`config.mk`:
```
export PLATFORM = sky130hd
export DESIGN_NAME = cfar_energy_detector_core_flat
export DESIGN_NICKNAME = d
export VERILOG_FILES = /design/src/design/cfed_pkg.sv /design/src/design/cfed_in_if.sv /design/src/design/cfed_out_if.sv /design/src/design/cfed_divider.sv /design/src/design/cfar_energy_detector_core.sv /design/src/flat_wrapper.sv
export SDC_FILE = /design/constraint.sdc
export NUM_CORES = 2
export LEC_CHECK = 0
export ABC_AREA = 1
export BUFFER_PORTS_ARGS = -buffer_cell sky130_fd_sc_hd__buf_4
export CAP_MARGIN = 20
export CORE_ASPECT_RATIO = 2
export CORE_UTILIZATION = 30
export DETAILED_ROUTE_END_ITERATION = 10
export SLEW_MARGIN = 20
export SYNTH_ARGS = -nofsm -noshare
export SYNTH_HDL_FRONTEND = slang
export SYNTH_SLANG_ARGS = --single-unit
```
`constraint.sdc`:
```
create_clock -name clk -period 6.8 [get_ports clk]
set_input_delay 1.36 -clock clk [delete_from_list [all_inputs] [get_ports clk]]
set_output_delay 1.36 -clock clk [all_outputs]
set_load 0.1 [all_outputs]
```
`src/design/cfed_pkg.sv`:
```
// Package for the CFAR energy detector: field widths, fixed constants,
// the sequencer state type and the divider status bundle.
// No dependencies; every other design file refers to it by scoped names.
package cfed_pkg;

    localparam int SAMPLE_W  = 16;   // width of the sample field
    localparam int ENERGY_W  = 31;   // width of a squared sample
    localparam int THRESH_W  = 39;   // width of the threshold field
    localparam int SCALE_W   = 16;   // width of the Q8.8 scale register
    localparam int FRAC_BITS = 8;    // fractional bits of the scale

    localparam logic [SCALE_W-1:0] SCALE_RESET = 16'd1179;

    typedef enum logic [2:0] {
        ST_IDLE,
        ST_START,
        ST_SWEEP,
        ST_TAIL,
        ST_MUL,
        ST_DIV_GO,
        ST_DIV_WAIT,
        ST_FINISH
    } cfed_state_t;

    typedef struct packed {
        logic busy;
        logic done;
    } cfed_div_stat_t;

endpackage

```
`src/design/cfed_in_if.sv`:
```
// Input stream interface of the CFAR energy detector: valid/ready and one sample word.
// Depends on cfed_pkg for the field widths.
interface cfed_in_if;
    logic                                valid;
    logic                                ready;
    logic signed [cfed_pkg::SAMPLE_W-1:0] sample;
    logic                                last;

    modport source (output valid, output sample, output last, input ready);
    modport sink   (input valid, input sample, input last, output ready);
endinterface

```
`src/design/cfed_out_if.sv`:
```
// Result stream interface of the CFAR energy detector: valid/ready and one result word.
// Depends on cfed_pkg for the field widths.
interface cfed_out_if;
    logic                          valid;
    logic                          ready;
    logic [cfed_pkg::ENERGY_W-1:0] cell_energy;
    logic [cfed_pkg::THRESH_W-1:0] threshold;
    logic                          detected;
    logic                          last_out;

    modport source (output valid, output cell_energy, output threshold,
                    output detected, output last_out, input ready);
    modport sink   (input valid, input cell_energy, input threshold,
                    input detected, input last_out, output ready);
endinterface

```
`src/design/cfed_divider.sv`:
```
// Restoring divider of the CFAR energy detector, one quotient bit per cycle.
// Depends on cfed_pkg for the status bundle.
module cfed_divider #(
    parameter int DIVIDEND_W = 46,
    parameter int DIVISOR_W  = 7
) (
    input  logic                           clk,
    input  logic                           rst_n,
    input  logic                           start,
    input  logic [DIVIDEND_W-1:0]          dividend,
    input  logic [DIVISOR_W-1:0]           divisor,
    output logic [DIVIDEND_W-1:0]          quotient,
    output cfed_pkg::cfed_div_stat_t       stat
);

    localparam int STEP_W = (DIVIDEND_W > 1) ? $clog2(DIVIDEND_W) : 1;

    logic                  busy_reg;
    logic                  done_reg;
    logic [STEP_W-1:0]     step_reg;
    logic [DIVIDEND_W-1:0] quo_reg;
    logic [DIVISOR_W-1:0]  rem_reg;
    logic [DIVISOR_W-1:0]  divisor_reg;

    logic [DIVISOR_W:0]    rem_shift;
    logic [DIVISOR_W:0]    rem_sub;
    logic                  fits;

    // The dividend shifts out at the top while quotient bits shift in below.
    assign rem_shift = {rem_reg, quo_reg[DIVIDEND_W-1]};
    assign fits      = (rem_shift >= {1'b0, divisor_reg});
    assign rem_sub   = rem_shift - {1'b0, divisor_reg};

    always_ff @(posedge clk or negedge rst_n)
    begin
        if (!rst_n)
        begin
            busy_reg <= 1'b0;
            done_reg <= 1'b0;
            step_reg <= '0;
        end
        else if (start)
        begin
            busy_reg <= 1'b1;
            done_reg <= 1'b0;
            step_reg <= '0;
        end
        else if (busy_reg)
        begin
            if (step_reg == STEP_W'(DIVIDEND_W - 1))
            begin
                busy_reg <= 1'b0;
                done_reg <= 1'b1;
            end
            else
            begin
                step_reg <= step_reg + STEP_W'(1);
            end
        end
        else
        begin
            done_reg <= 1'b0;
        end
    end

    always_ff @(posedge clk)
    begin
        if (start)
        begin
            quo_reg     <= dividend;
            rem_reg     <= '0;
            divisor_reg <= divisor;
        end
        else if (busy_reg)
        begin
            quo_reg <= {quo_reg[DIVIDEND_W-2:0], fits};
            rem_reg <= fits ? rem_sub[DIVISOR_W-1:0] : rem_shift[DIVISOR_W-1:0];
        end
    end

    assign quotient  = quo_reg;
    assign stat.busy = busy_reg;
    assign stat.done = done_reg;

    a_done_not_busy: assert property (@(posedge clk) disable iff (!rst_n)
        done_reg |-> !busy_reg)
        else $error("divider reports done while still busy");

    a_no_restart: assert property (@(posedge clk) disable iff (!rst_n)
        start |-> !busy_reg)
        else $error("divider started while a division is running");

    a_done_after_last_step: assert property (@(posedge clk) disable iff (!rst_n)
        (busy_reg && !start && step_reg == STEP_W'(DIVIDEND_W - 1)) |=> done_reg)
        else $error("divider missed its done pulse after the final step");

endmodule

```
`src/design/cfar_energy_detector_core.sv`:
```
// Cell-averaging CFAR energy detector, top level; uses cfed_pkg, the interfaces, cfed_divider.
// Each cell's result passes START, SWEEP over hi+1 cells (hi = 2*(WIN_CELLS/2) once the
// record is long), TAIL, MUL, the divider states DIV_GO and DIV_WAIT (skipped with no
// reference cells) and FINISH, which holds while the result register is stalled.
// A sample word is taken only when idle, so none is taken while a job or a flush runs; a
// last sample flushes up to WIN_CELLS/2+1 words. Reset zeroes count, pointer; scale = 1179.
module cfar_energy_detector_core #(
    parameter int WIN_CELLS   = 64,
    parameter int GUARD_CELLS = 4,
    parameter int SAMPLE_BITS = 16
) (
    input  logic                           clk,
    input  logic                           rst_n,
    input  logic                           cfg_wr_en,
    input  logic [cfed_pkg::SCALE_W-1:0]   cfg_wr_data,
    cfed_in_if.sink                        samples,
    cfed_out_if.source                     results
);

    // Geometry of the window and of the energy memory.
    localparam int HALF_WIN   = WIN_CELLS / 2;
    localparam int GUARD_HALF = GUARD_CELLS / 2;
    localparam int DEPTH      = WIN_CELLS + 1;
    localparam int ADDR_W     = $clog2(DEPTH);
    localparam int CNT_W      = $clog2(DEPTH + 1);
    localparam int DW         = $clog2(WIN_CELLS + 1);
    localparam int GW         = DW + 5;
    localparam int REF_W      = DW;
    localparam int SUM_W      = cfed_pkg::ENERGY_W + REF_W;
    localparam int PROD_W     = SUM_W + cfed_pkg::SCALE_W;
    localparam int QUO_W      = PROD_W - cfed_pkg::FRAC_BITS;
    localparam int EFF_BITS   = (SAMPLE_BITS < cfed_pkg::SAMPLE_W) ? SAMPLE_BITS
                                                                   : cfed_pkg::SAMPLE_W;

    cfed_pkg::cfed_state_t state_reg, state_next;

    // Configuration and record bookkeeping.
    logic [cfed_pkg::SCALE_W-1:0]  scale_reg;
    logic [ADDR_W-1:0]             head_reg;
    logic [CNT_W-1:0]              cnt_reg;
    logic                          flush_reg;

    // The current job: the cell under test sits c_reg samples behind the newest one.
    logic [DW-1:0]                 c_reg;
    logic [DW-1:0]                 hi_reg;
    logic [DW-1:0]                 d_reg;
    logic [ADDR_W-1:0]             addr_reg;

    // Read pipeline of the sweep and the accumulators.
    logic                          rd_valid_reg;
    logic                          rd_ref_reg;
    logic                          rd_cut_reg;
    logic [cfed_pkg::ENERGY_W-1:0] rd_data_reg;
    logic [SUM_W-1:0]              sum_reg;
    logic [REF_W-1:0]              refs_reg;
    logic [cfed_pkg::ENERGY_W-1:0] cut_energy_reg;
    logic [PROD_W-1:0]             prod_reg;

    // Output register.
    logic                          out_valid_reg;
    logic [cfed_pkg::ENERGY_W-1:0] out_energy_reg;
    logic [cfed_pkg::THRESH_W-1:0] out_thresh_reg;
    logic                          out_det_reg;
    logic                          out_last_reg;

    logic [cfed_pkg::ENERGY_W-1:0] energy_line [DEPTH];

    // Combinational helpers.
    logic                          in_fire;
    logic                          out_fire;
    logic                          slot_free;
    logic                          more_jobs;
    logic                          div_start;
    logic [QUO_W-1:0]              quotient;
    cfed_pkg::cfed_div_stat_t      div_stat;

    logic signed [EFF_BITS-1:0]    sample_eff;
    logic [EFF_BITS-1:0]           mag;
    logic [31:0]                   energy_wide;
    logic [cfed_pkg::ENERGY_W-1:0] energy;
    logic [ADDR_W-1:0]             head_inc;
    logic [CNT_W-1:0]              cnt_inc;
    logic [CNT_W-1:0]              cnt_inc_m1;
    logic [DW-1:0]                 start_c;
    logic [CNT_W:0]                span_hi;
    logic [CNT_W:0]                rec_hi;
    logic [DW-1:0]                 hi_calc;
    logic [DW-1:0]                 cell_gap;
    logic                          is_guard;
    logic [ADDR_W-1:0]             addr_dec;
    logic [cfed_pkg::THRESH_W-1:0] thresh_calc;
    logic                          det_calc;

    assign in_fire   = samples.valid && samples.ready;
    assign out_fire  = results.valid && results.ready;
    assign slot_free = !out_valid_reg || results.ready;
    assign more_jobs = flush_reg && (c_reg != '0);

    // Only the low sample bits are used, sign-extended from that width.
    // The magnitude of the most negative value still fits as an unsigned word.
    assign sample_eff  = samples.sample[EFF_BITS-1:0];
    assign mag         = sample_eff[EFF_BITS-1] ? (~sample_eff + EFF_BITS'(1)) : sample_eff;
    assign energy_wide = 32'(mag) * 32'(mag);
    assign energy      = energy_wide[cfed_pkg::ENERGY_W-1:0];

    assign head_inc   = (head_reg == ADDR_W'(DEPTH - 1)) ? '0 : head_reg + ADDR_W'(1);
    assign cnt_inc    = (cnt_reg < CNT_W'(DEPTH)) ? cnt_reg + CNT_W'(1) : cnt_reg;
    assign cnt_inc_m1 = cnt_inc - CNT_W'(1);

    // A plain sample tests the cell half a window back. A last sample starts the
    // flush with the oldest pending cell of the record and works towards the newest.
    always_comb
    begin
        if (!samples.last)
            start_c = DW'(HALF_WIN);
        else if (cnt_inc_m1 < CNT_W'(HALF_WIN))
            start_c = DW'(cnt_inc_m1);
        else
            start_c = DW'(HALF_WIN);
    end

    // The window never reaches past the start of the record; its near end is always
    // the newest sample, because the cell under test is at most half a window back.
    assign span_hi = (CNT_W + 1)'(c_reg) + (CNT_W + 1)'(HALF_WIN);
    assign rec_hi  = (CNT_W + 1)'(cnt_reg) - (CNT_W + 1)'(1);
    assign hi_calc = (span_hi < rec_hi) ? DW'(span_hi) : DW'(rec_hi);

    assign cell_gap = (d_reg >= c_reg) ? d_reg - c_reg : c_reg - d_reg;
    assign is_guard = (GW'(cell_gap) <= GW'(GUARD_HALF));
    assign addr_dec = (addr_reg == '0) ? ADDR_W'(DEPTH - 1) : addr_reg - ADDR_W'(1);

    // With no reference cells the threshold and the flag both stay at zero.
    assign thresh_calc = (refs_reg == '0) ? '0 : quotient[cfed_pkg::THRESH_W-1:0];
    assign det_calc    = (refs_reg != '0) &&
                         (cfed_pkg::THRESH_W'(cut_energy_reg) > thresh_calc);

    assign samples.ready = (state_reg == cfed_pkg::ST_IDLE);

    // Sequencer state register.
    always_ff @(posedge clk or negedge rst_n)
    begin
        if (!rst_n)
            state_reg <= cfed_pkg::ST_IDLE;
        else
            state_reg <= state_next;
    end

    // Next state and the divider start strobe.
    always_comb
    begin
        state_next = state_reg;
        div_start  = 1'b0;
        unique case (state_reg)
            cfed_pkg::ST_IDLE:
            begin
                if (in_fire && (samples.last || (cnt_inc > CNT_W'(HALF_WIN))))
                    state_next = cfed_pkg::ST_START;
            end
            cfed_pkg::ST_START:
            begin
                state_next = cfed_pkg::ST_SWEEP;
            end
            cfed_pkg::ST_SWEEP:
            begin
                if (d_reg == hi_reg)
                    state_next = cfed_pkg::ST_TAIL;
            end
            cfed_pkg::ST_TAIL:
            begin
                state_next = cfed_pkg::ST_MUL;
            end
            cfed_pkg::ST_MUL:
            begin
                if (refs_reg == '0)
                    state_next = cfed_pkg::ST_FINISH;
                else
                    state_next = cfed_pkg::ST_DIV_GO;
            end
            cfed_pkg::ST_DIV_GO:
            begin
                div_start  = 1'b1;
                state_next = cfed_pkg::ST_DIV_WAIT;
            end
            cfed_pkg::ST_DIV_WAIT:
            begin
                if (div_stat.done)
                    state_next = cfed_pkg::ST_FINISH;
            end
            cfed_pkg::ST_FINISH:
            begin
                if (slot_free)
                    state_next = more_jobs ? cfed_pkg::ST_START : cfed_pkg::ST_IDLE;
            end
            default:
            begin
                state_next = cfed_pkg::ST_IDLE;
            end
        endcase
    end

    // Control registers: scale, write pointer, record count, read pipeline valid
    // and output valid.
    always_ff @(posedge clk or negedge rst_n)
    begin
        if (!rst_n)
        begin
            scale_reg     <= cfed_pkg::SCALE_RESET;
            head_reg      <= '0;
            cnt_reg       <= '0;
            rd_valid_reg  <= 1'b0;
            out_valid_reg <= 1'b0;
        end
        else
        begin
            if (cfg_wr_en)
                scale_reg <= cfg_wr_data;

            if (in_fire)
            begin
                head_reg <= head_inc;
                cnt_reg  <= cnt_inc;
            end
            else if (state_reg == cfed_pkg::ST_FINISH && slot_free &&
                     flush_reg && !more_jobs)
            begin
                // The record ends with its newest cell; the next one starts empty.
                cnt_reg <= '0;
            end

            rd_valid_reg <= (state_reg == cfed_pkg::ST_SWEEP);

            if (state_reg == cfed_pkg::ST_FINISH && slot_free)
                out_valid_reg <= 1'b1;
            else if (out_fire)
                out_valid_reg <= 1'b0;
        end
    end

    // Job and sweep datapath. Nothing here needs a reset: every field is loaded
    // before the sequencer reads it.
    always_ff @(posedge clk)
    begin
        if (in_fire)
        begin
            flush_reg <= samples.last;
            c_reg     <= start_c;
        end

        if (state_reg == cfed_pkg::ST_START)
        begin
            d_reg    <= '0;
            addr_reg <= head_reg;
            hi_reg   <= hi_calc;
            sum_reg  <= '0;
            refs_reg <= '0;
        end

        if (state_reg == cfed_pkg::ST_SWEEP)
        begin
            rd_ref_reg <= !is_guard;
            rd_cut_reg <= (d_reg == c_reg);
            d_reg      <= d_reg + DW'(1);
            addr_reg   <= addr_dec;
        end

        // Data read by the previous sweep cycle lands here; the cell under test is itself a
        // guard cell, so it is captured but never summed.
        if (rd_valid_reg)
        begin
            if (rd_ref_reg)
            begin
                sum_reg  <= sum_reg + SUM_W'(rd_data_reg);
                refs_reg <= refs_reg + REF_W'(1);
            end
            if (rd_cut_reg)
                cut_energy_reg <= rd_data_reg;
        end

        if (state_reg == cfed_pkg::ST_MUL)
            prod_reg <= PROD_W'(sum_reg) * PROD_W'(scale_reg);

        if (state_reg == cfed_pkg::ST_FINISH && slot_free)
        begin
            out_energy_reg <= cut_energy_reg;
            out_thresh_reg <= thresh_calc;
            out_det_reg    <= det_calc;
            out_last_reg   <= flush_reg && (c_reg == '0);
            if (more_jobs)
                c_reg <= c_reg - DW'(1);
        end
    end

    // Energy memory. Writes happen only on an accepted sample, which the sequencer
    // allows only when idle, so a sweep never reads an entry in the cycle it is written.
    always_ff @(posedge clk)
    begin
        if (in_fire)
            energy_line[head_inc] <= energy;
        rd_data_reg <= energy_line[addr_reg];
    end

    // The scaled sum is divided by 256 first and then by the reference count,
    // which gives the same floor as one division by their product.
    cfed_divider #(
        .DIVIDEND_W (QUO_W),
        .DIVISOR_W  (REF_W)
    ) u_divider (
        .clk      (clk),
        .rst_n    (rst_n),
        .start    (div_start),
        .dividend (prod_reg[PROD_W-1:cfed_pkg::FRAC_BITS]),
        .divisor  (refs_reg),
        .quotient (quotient),
        .stat     (div_stat)
    );

    assign results.valid       = out_valid_reg;
    assign results.cell_energy = out_energy_reg;
    assign results.threshold   = out_thresh_reg;
    assign results.detected    = out_det_reg;
    assign results.last_out    = out_last_reg;

    a_finish_loads_output: assert property (@(posedge clk) disable iff (!rst_n)
        (state_reg == cfed_pkg::ST_FINISH && slot_free) |=> out_valid_reg)
        else $error("finished result word was not loaded into the output register");

    a_sweep_in_range: assert property (@(posedge clk) disable iff (!rst_n)
        (state_reg == cfed_pkg::ST_SWEEP) |-> (d_reg <= hi_reg))
        else $error("sweep ran past the end of the window");

    a_div_has_refs: assert property (@(posedge clk) disable iff (!rst_n)
        div_start |-> (refs_reg != '0) && !div_stat.busy)
        else $error("division started with no reference cells or while busy");

    a_job_has_record: assert property (@(posedge clk) disable iff (!rst_n)
        (state_reg == cfed_pkg::ST_START) |-> (cnt_reg != '0) && (CNT_W'(c_reg) < cnt_reg))
        else $error("job started for a cell outside the current record");

endmodule
```
`src/flat_wrapper.sv`:
```
// flat-port wrapper written by rule: the top's interface ports become plain ports
module cfar_energy_detector_core_flat 
#(
    parameter int WIN_CELLS   = 64,
    parameter int GUARD_CELLS = 4,
    parameter int SAMPLE_BITS = 16
)
  (clk, rst_n, cfg_wr_en, cfg_wr_data, samples_valid, samples_sample, samples_last, samples_ready, results_valid, results_cell_energy, results_threshold, results_detected, results_last_out, results_ready);
  cfed_in_if samples_i ();
  cfed_out_if results_i ();
  input  logic clk;
  input  logic rst_n;
  input  logic cfg_wr_en;
  input  logic [cfed_pkg::SCALE_W-1:0] cfg_wr_data;
  input wire logic [$bits(samples_i.valid)-1:0] samples_valid;
  input wire logic [$bits(samples_i.sample)-1:0] samples_sample;
  input wire logic [$bits(samples_i.last)-1:0] samples_last;
  output wire logic [$bits(samples_i.ready)-1:0] samples_ready;
  output wire logic [$bits(results_i.valid)-1:0] results_valid;
  output wire logic [$bits(results_i.cell_energy)-1:0] results_cell_energy;
  output wire logic [$bits(results_i.threshold)-1:0] results_threshold;
  output wire logic [$bits(results_i.detected)-1:0] results_detected;
  output wire logic [$bits(results_i.last_out)-1:0] results_last_out;
  input wire logic [$bits(results_i.ready)-1:0] results_ready;
  assign samples_i.valid = samples_valid;
  assign samples_i.sample = samples_sample;
  assign samples_i.last = samples_last;
  assign samples_ready = samples_i.ready;
  assign results_valid = results_i.valid;
  assign results_cell_energy = results_i.cell_energy;
  assign results_threshold = results_i.threshold;
  assign results_detected = results_i.detected;
  assign results_last_out = results_i.last_out;
  assign results_i.ready = results_ready;
  cfar_energy_detector_core #(.WIN_CELLS(WIN_CELLS), .GUARD_CELLS(GUARD_CELLS), .SAMPLE_BITS(SAMPLE_BITS)) u_core (.clk(clk), .rst_n(rst_n), .cfg_wr_en(cfg_wr_en), .cfg_wr_data(cfg_wr_data), .samples(samples_i), .results(results_i));
endmodule
```
# Yosys cells after proc, flatten, opt, wreduce, memory -nomap -nowiden
# Memory sizes are Yosys's and may differ from the RTL's. A register that Yosys moved wholly into a read port is not among the register bits.
# Cells that the tools add are included.
[word_totals]
regBits = 336
ramBits = 2015
mem_count = 1
out_inout_bits = 74
[memory_table]
columns = ["name", "depth", "word_bits", "rd", "rd_clocked_by_memory_dff", "wr", "line", "text"]
rows = [
  ["u_core.energy_line", 65, 31, 1, 1, 1, "cfar_energy_detector_core.sv:66", "logic [cfed_pkg::ENERGY_W-1:0] energy_line [DEPTH];"],
]
[op_classes]
reduce_logical = 27
n_addsub = 15
n_bitwise = 1
n_mux = 48
order_cmp = 8
multipliers = 2
n_eq_ne = 17
[op_table]
columns = ["op", "n"]
rows = [
  ["2-to-1 mux 7 bit", 20],
  ["2-to-1 mux 38 bit", 3],
  ["2-to-1 mux 46 bit", 2],
  ["multiplier 38 x 16 -> 54 bit", 1],
  ["> comparator 31 x 39 -> 1 bit", 1],
  ["2-to-1 mux 39 bit", 1],
  ["adder 38 x 31 -> 38 bit", 1],
  ["multiplier 16 x 16 -> 31 bit", 1],
  ["adder 7 x 1 -> 7 bit (second input constant)", 4],
  ["one-hot mux 3 bit (8 select lines)", 1],
  ["zero test 7 bit", 3],
  ["subtractor 7 x 1 -> 7 bit (second input constant)", 3],
  ["subtractor 7 bit", 3],
  ["2-to-1 mux 6 bit", 3],
  ["adder 16 x 2 -> 16 bit (second input constant)", 1],
  ["2-to-1 mux 16 bit", 1],
  ["inverter 16 bit", 1],
  ["equality test 7 bit", 2],
  ["nonzero test 7 bit", 2],
  ["equality test 3 bit (second input constant)", 4],
  ["2-to-1 mux 1 bit", 12],
  ["2-to-1 mux 3 bit", 4],
  ["logical AND 1 bit", 9],
  ["adder 7 x 6 -> 8 bit (second input constant)", 1],
  ["23 further kinds", 34],
]

# Depth between registers and ports, before layout
[logic_depth]
word_depth = 9
depth_mapped = 34
depth_no_buf = 33

# Worst setup path before layout
# Ideal clock, no wire load.
[synth_timing]
kind = "input port to flip-flop"
startpoint = "input samples_sample[0]"
endpoint = "memory u_core.energy_line[0][23] (netlist name) (data pin)"
slack_ns = -3.070
t_arrival_ns = 9.297
setup_time_ns = 0.573
cell_stages = 28
n_path_buf = 2
cell_sequence = "inv_2 -> clkbuf_1 -> ha_1 -> nand3_1 -> nor3_2 -> nand2_1 -> o31ai_1 -> xor2_1 -> buf_2 -> nand2_1 -> fa_1 -> fa_1 -> inv_1 -> fa_1 -> fa_1 -> fa_1 -> inv_1 -> fa_1 -> inv_1 -> ha_1 -> nand2_1 -> nor2_1 -> inv_1 -> nor2_1 -> nor2_1 -> o21ai_0 -> a21oi_1 -> xnor2_1"
[synth_between]
elab_chain_len = 4
[synth_rtl]
columns = ["item", "line", "text"]
rows = [
  ["start: declaration", "flat_wrapper.sv:16", "input wire logic [$bits(samples_i.sample)-1:0] samples_sample;"],
  ["inverter 16 bit", "cfar_energy_detector_core.sv:102", "assign mag = sample_eff[EFF_BITS-1] ? (~sample_eff + EFF_BITS'(1)) : sample_eff;"],
  ["adder 16 x 2 -> 16 bit", "cfar_energy_detector_core.sv:102", ""],
  ["2-to-1 mux 16 bit *", "cfar_energy_detector_core.sv:102", ""],
  ["multiplier 16 x 16 -> 31 bit *", "cfar_energy_detector_core.sv:103", "assign energy_wide = 32'(mag) * 32'(mag);"],
  ["net u_core.energy_wide[23]", "cfar_energy_detector_core.sv:79", "logic [31:0] energy_wide;"],
  ["end: declaration", "cfar_energy_detector_core.sv:66", ""],
]
# Mark *: on every way through the listed nets, which the timed path passes. The rest lies on a longest branch.

# Worst setup path after layout
[layout_timing]
startpoint = "input samples_sample[1]"
endpoint = "memory u_core.energy_line[5][28] (netlist name) (data pin)"
# The elaborated chain is that of the path after synthesis.

==> run_results.csv <==
group,metric,value,unit
grt,antenna_found_initial,16,
sta,setup_ws,-0.202,ns
logic_synthesis,synth_edf_count,2174,
sta,finalSetupViolCount,625,
floorplan,initial_core_util,30.2,%
sta,rsz0062_at_grt,"true",
finish,largest_register_ffs,1950,
logic_synthesis,ys_top_cells_by_area,"edfxtp_1, fa_1, nand2_1",
worst_setup_path,cp_top_family,"adder cells",
logic_synthesis,yosys_warnings,0,
logic_synthesis,ys_seq_area_share,56.3,%
sta,timing.final.crit_share,103,%
logic_synthesis,synthCells,11240,
finish,most-common-layout-cells,"edfxtp_1, nand2_1, nor2_1",
worst_setup_path,crit_arrival,7.69,ns
worst_setup_path,critPathMaxStageDelay,0.59,ns
clock_network,clock_sinks,2306,
drt,postRouteAntennaNets,0,
worst_setup_path,reg2reg_slack,-0.02,ns
floorplan,ios,112,
finish,nets,12673,
grt,grt_max_degree,181,
placement,io_buffers,110,
job,maxCapViolations,0,
clock_network,worstSkewPairLatency,0.96,ns
logic_synthesis,async_flop_share,1.86,%
worst_setup_path,cp-end-kind,"flip-flop",
drt,routed_wl,421000,um
clock_network,clockBufferDepth,4,
logic_synthesis,synth_top_area_share,53.9,%
drt,wl_per_cell,24.7,um
grt,grt_usage,20.1,%
grt,global_route.overflow_total,0,
drt,first_pass_iters,9,
finish,final_cells,17095,
logic_synthesis,synth_top_area_cell,"edfxtp_1",
floorplan,rows,329,
worst_setup_path,r2r_start,"u_core.scale_reg[3]",
outcome,status,"finished, violations left",
logic_synthesis,synth.avg_cell_area,10.8,um^2
drt,drc,52,
sta,slew_headroom,24.5,%
finish,drive_above_1_share,11.9,%
sta,worstMarginPinSlew,1.13,ns
finish,syn_to_final_growth,16.5,%
worst_setup_path,path_class,"in2reg",
sta,worst_clock_skew,0.108,ns
worst_setup_path,critPathMaxFanout,8,
placement,hpwl,280000,um
clock_network,clkTransAtPathRegs,0.07,ns
sta,fin_tns_setup,-41.23,ns
worst_hold_path,hold_path_class,"reg2reg",
sta,fin_crit,7.00,ns
floorplan,fp.dieArea,407000,um^2
drt,vias,87544,
worst_setup_path,cpMostUsedCell,"fa_1",
worst_setup_path,worst-path-buf-inv,13,
worst_setup_path,crit_slowest_cell,"fa_1",
finish,layout_commonest_cell,"edfxtp_1",
grt,grt_pass1_wl,597000,um
outcome,violations,"design-rule violations, negative setup slack",
clock_network,cts_tree,"done",
worst_setup_path,rr_worst_depth,23,
clock_network,cts_made_buffers,200,
sta,report.final.slew_viol_count,0,
drt,drtIter0Drc,7514,
worst_hold_path,whs_endpoint,"u_core.rd_data_reg[2]",
floorplan,core_area,401000,um^2
sta,finalHoldViolCount,0,
worst_setup_path,r2r-end,"u_core.prod_reg[46]",
floorplan,fp.dieH,901,um
clock_network,cts_root_buffer,"clkbuf_16",
logic_synthesis,synth_area,121000,um^2
drt,via_per_inst,5.12,
logic_synthesis,synth_flop_cell,"edfxtp_1",
logic_synthesis,yosysUniqueCellTypes,59,
sta,max_freq,0.143,GHz
worst_setup_path,cp.required,7.49,ns
worst_hold_path,hold_path.startpoint,"u_core.energy_line[64][2]",
placement,place_inst,16665,
worst_hold_path,hold_path_depth,2,
grt,first_global_vias,88539,
logic_synthesis,ys_seq_elements,2306,
worst_setup_path,cp-start-kind,"input port",
clock_network,cts_htree_levels,4,
worst_setup_path,cp.depth,33,
floorplan,die-width,451,um
placement,place.gp.congestion,0.973,
-- cell families after synthesis --
| family | share of synthesized area, % |
|---|---|
| AO/OA/AOI/OAI | 10.1 |
| XOR/XNOR | 0.975 |
| adder cells (fa/ha/maj) | 14.4 |
| buffers and inverters | 6.18 |
| flip-flops | 56.3 |
| multiplexers | 0.190 |
| other | 0.00620 |
| AND/OR/NAND/NOR | 12.0 |
-- per-layer routing --
metal,track usage [%],share of wire (%),up-vias,routed length (um)
li1,-,-,38799,-
met2,37.4,53,3543,222000
met5,0,0.0038,-,16
met1,19.3,31,43860,131000
met4,18.5,11,2,44900
met3,2.20,5.4,1340,22900
-- worst max path at each step --
stage	slack, ns	to	start
3_5_place_dp	-1.52	u_core.energy_line[10][27]	samples_sample[1]
2_1_floorplan	-1.23	u_core.energy_line[0][23]	samples_sample[0]
4_1_cts	-0.16	u_core.energy_line[62][25]	samples_sample[1]
6_report	-0.20	u_core.energy_line[5][28]	samples_sample[1]
3_3_place_gp	-1.42	u_core.energy_line[10][27]	samples_sample[1]
5_1_grt	-0.43	u_core.energy_line[9][28]	samples_sample[1]
-- worst min-delay path, cell delays in order, from the launching register on --
cell,delay (ns)
edfxtp_1,0.32
nand2_1,0.05
nand2_1,0.06
-- layout make-up --
| cell class | count | area [um^2] |
|---|---|---|
| clock buffer | 234 | 5150 |
| timing repair buffer | 808 | 7780 |
| inverter | 1297 | 4930 |
| multi-input combinational | 7030 | 47300 |
| antenna | 7 | 17.5 |
| fill | 39522 | 260000 |
| sequential | 2306 | 68100 |
| tap | 5296 | 6630 |
| clock inverter | 117 | 1140 |
-- synth_stat cells (5+ instances only) --
cell,number
a21boi_0,5
a21o_1,22
a21oi_1,245
a31oi_1,20
buf_1,48
buf_2,137
buf_4,25
clkbuf_1,403
dfrtp_1,37
dfstp_2,6
dfxtp_1,89
edfxtp_1,2174
fa_1,667
ha_1,325
inv_1,1285
inv_2,8
mux2_2,16
mux2i_1,5
nand2_1,1604
nand3_1,320
nand4_1,48
nor2_1,1599
nor2_2,5
nor3_1,47
nor4_1,13
o211ai_1,57
o21a_1,10
o21ai_0,1197
o21ai_1,119
o21bai_1,31
o221ai_1,47
o22ai_1,403
o31ai_1,29
or2_2,11
xnor2_1,44
xor2_1,89
-- timing repair --
item                        CTS  global route
resized for setup           140            44
gates cloned                 13             6
pin swaps                    47            23
setup buffers                48             7
hold buffers                  0             0
setup endpoints to repair  1299          1312
-- through the flow --
stage	cell area (um^2)	hold WS, ns	setup slack, ns	utilization, %
floorplan	122000	0.408	-1.23	-
global placement	133000	0.428	-1.42	33.2
detailed placement	133000	0.426	-1.52	33.2
CTS	141000	0.455	-0.160	35.1
global route	141000	0.469	-0.425	35.2
finish	141000	0.453	-0.202	35.2
Power is left out: the tool's default activity adds up to more than one toggle a clock period on the data nets, which glitch-free logic cannot reach.
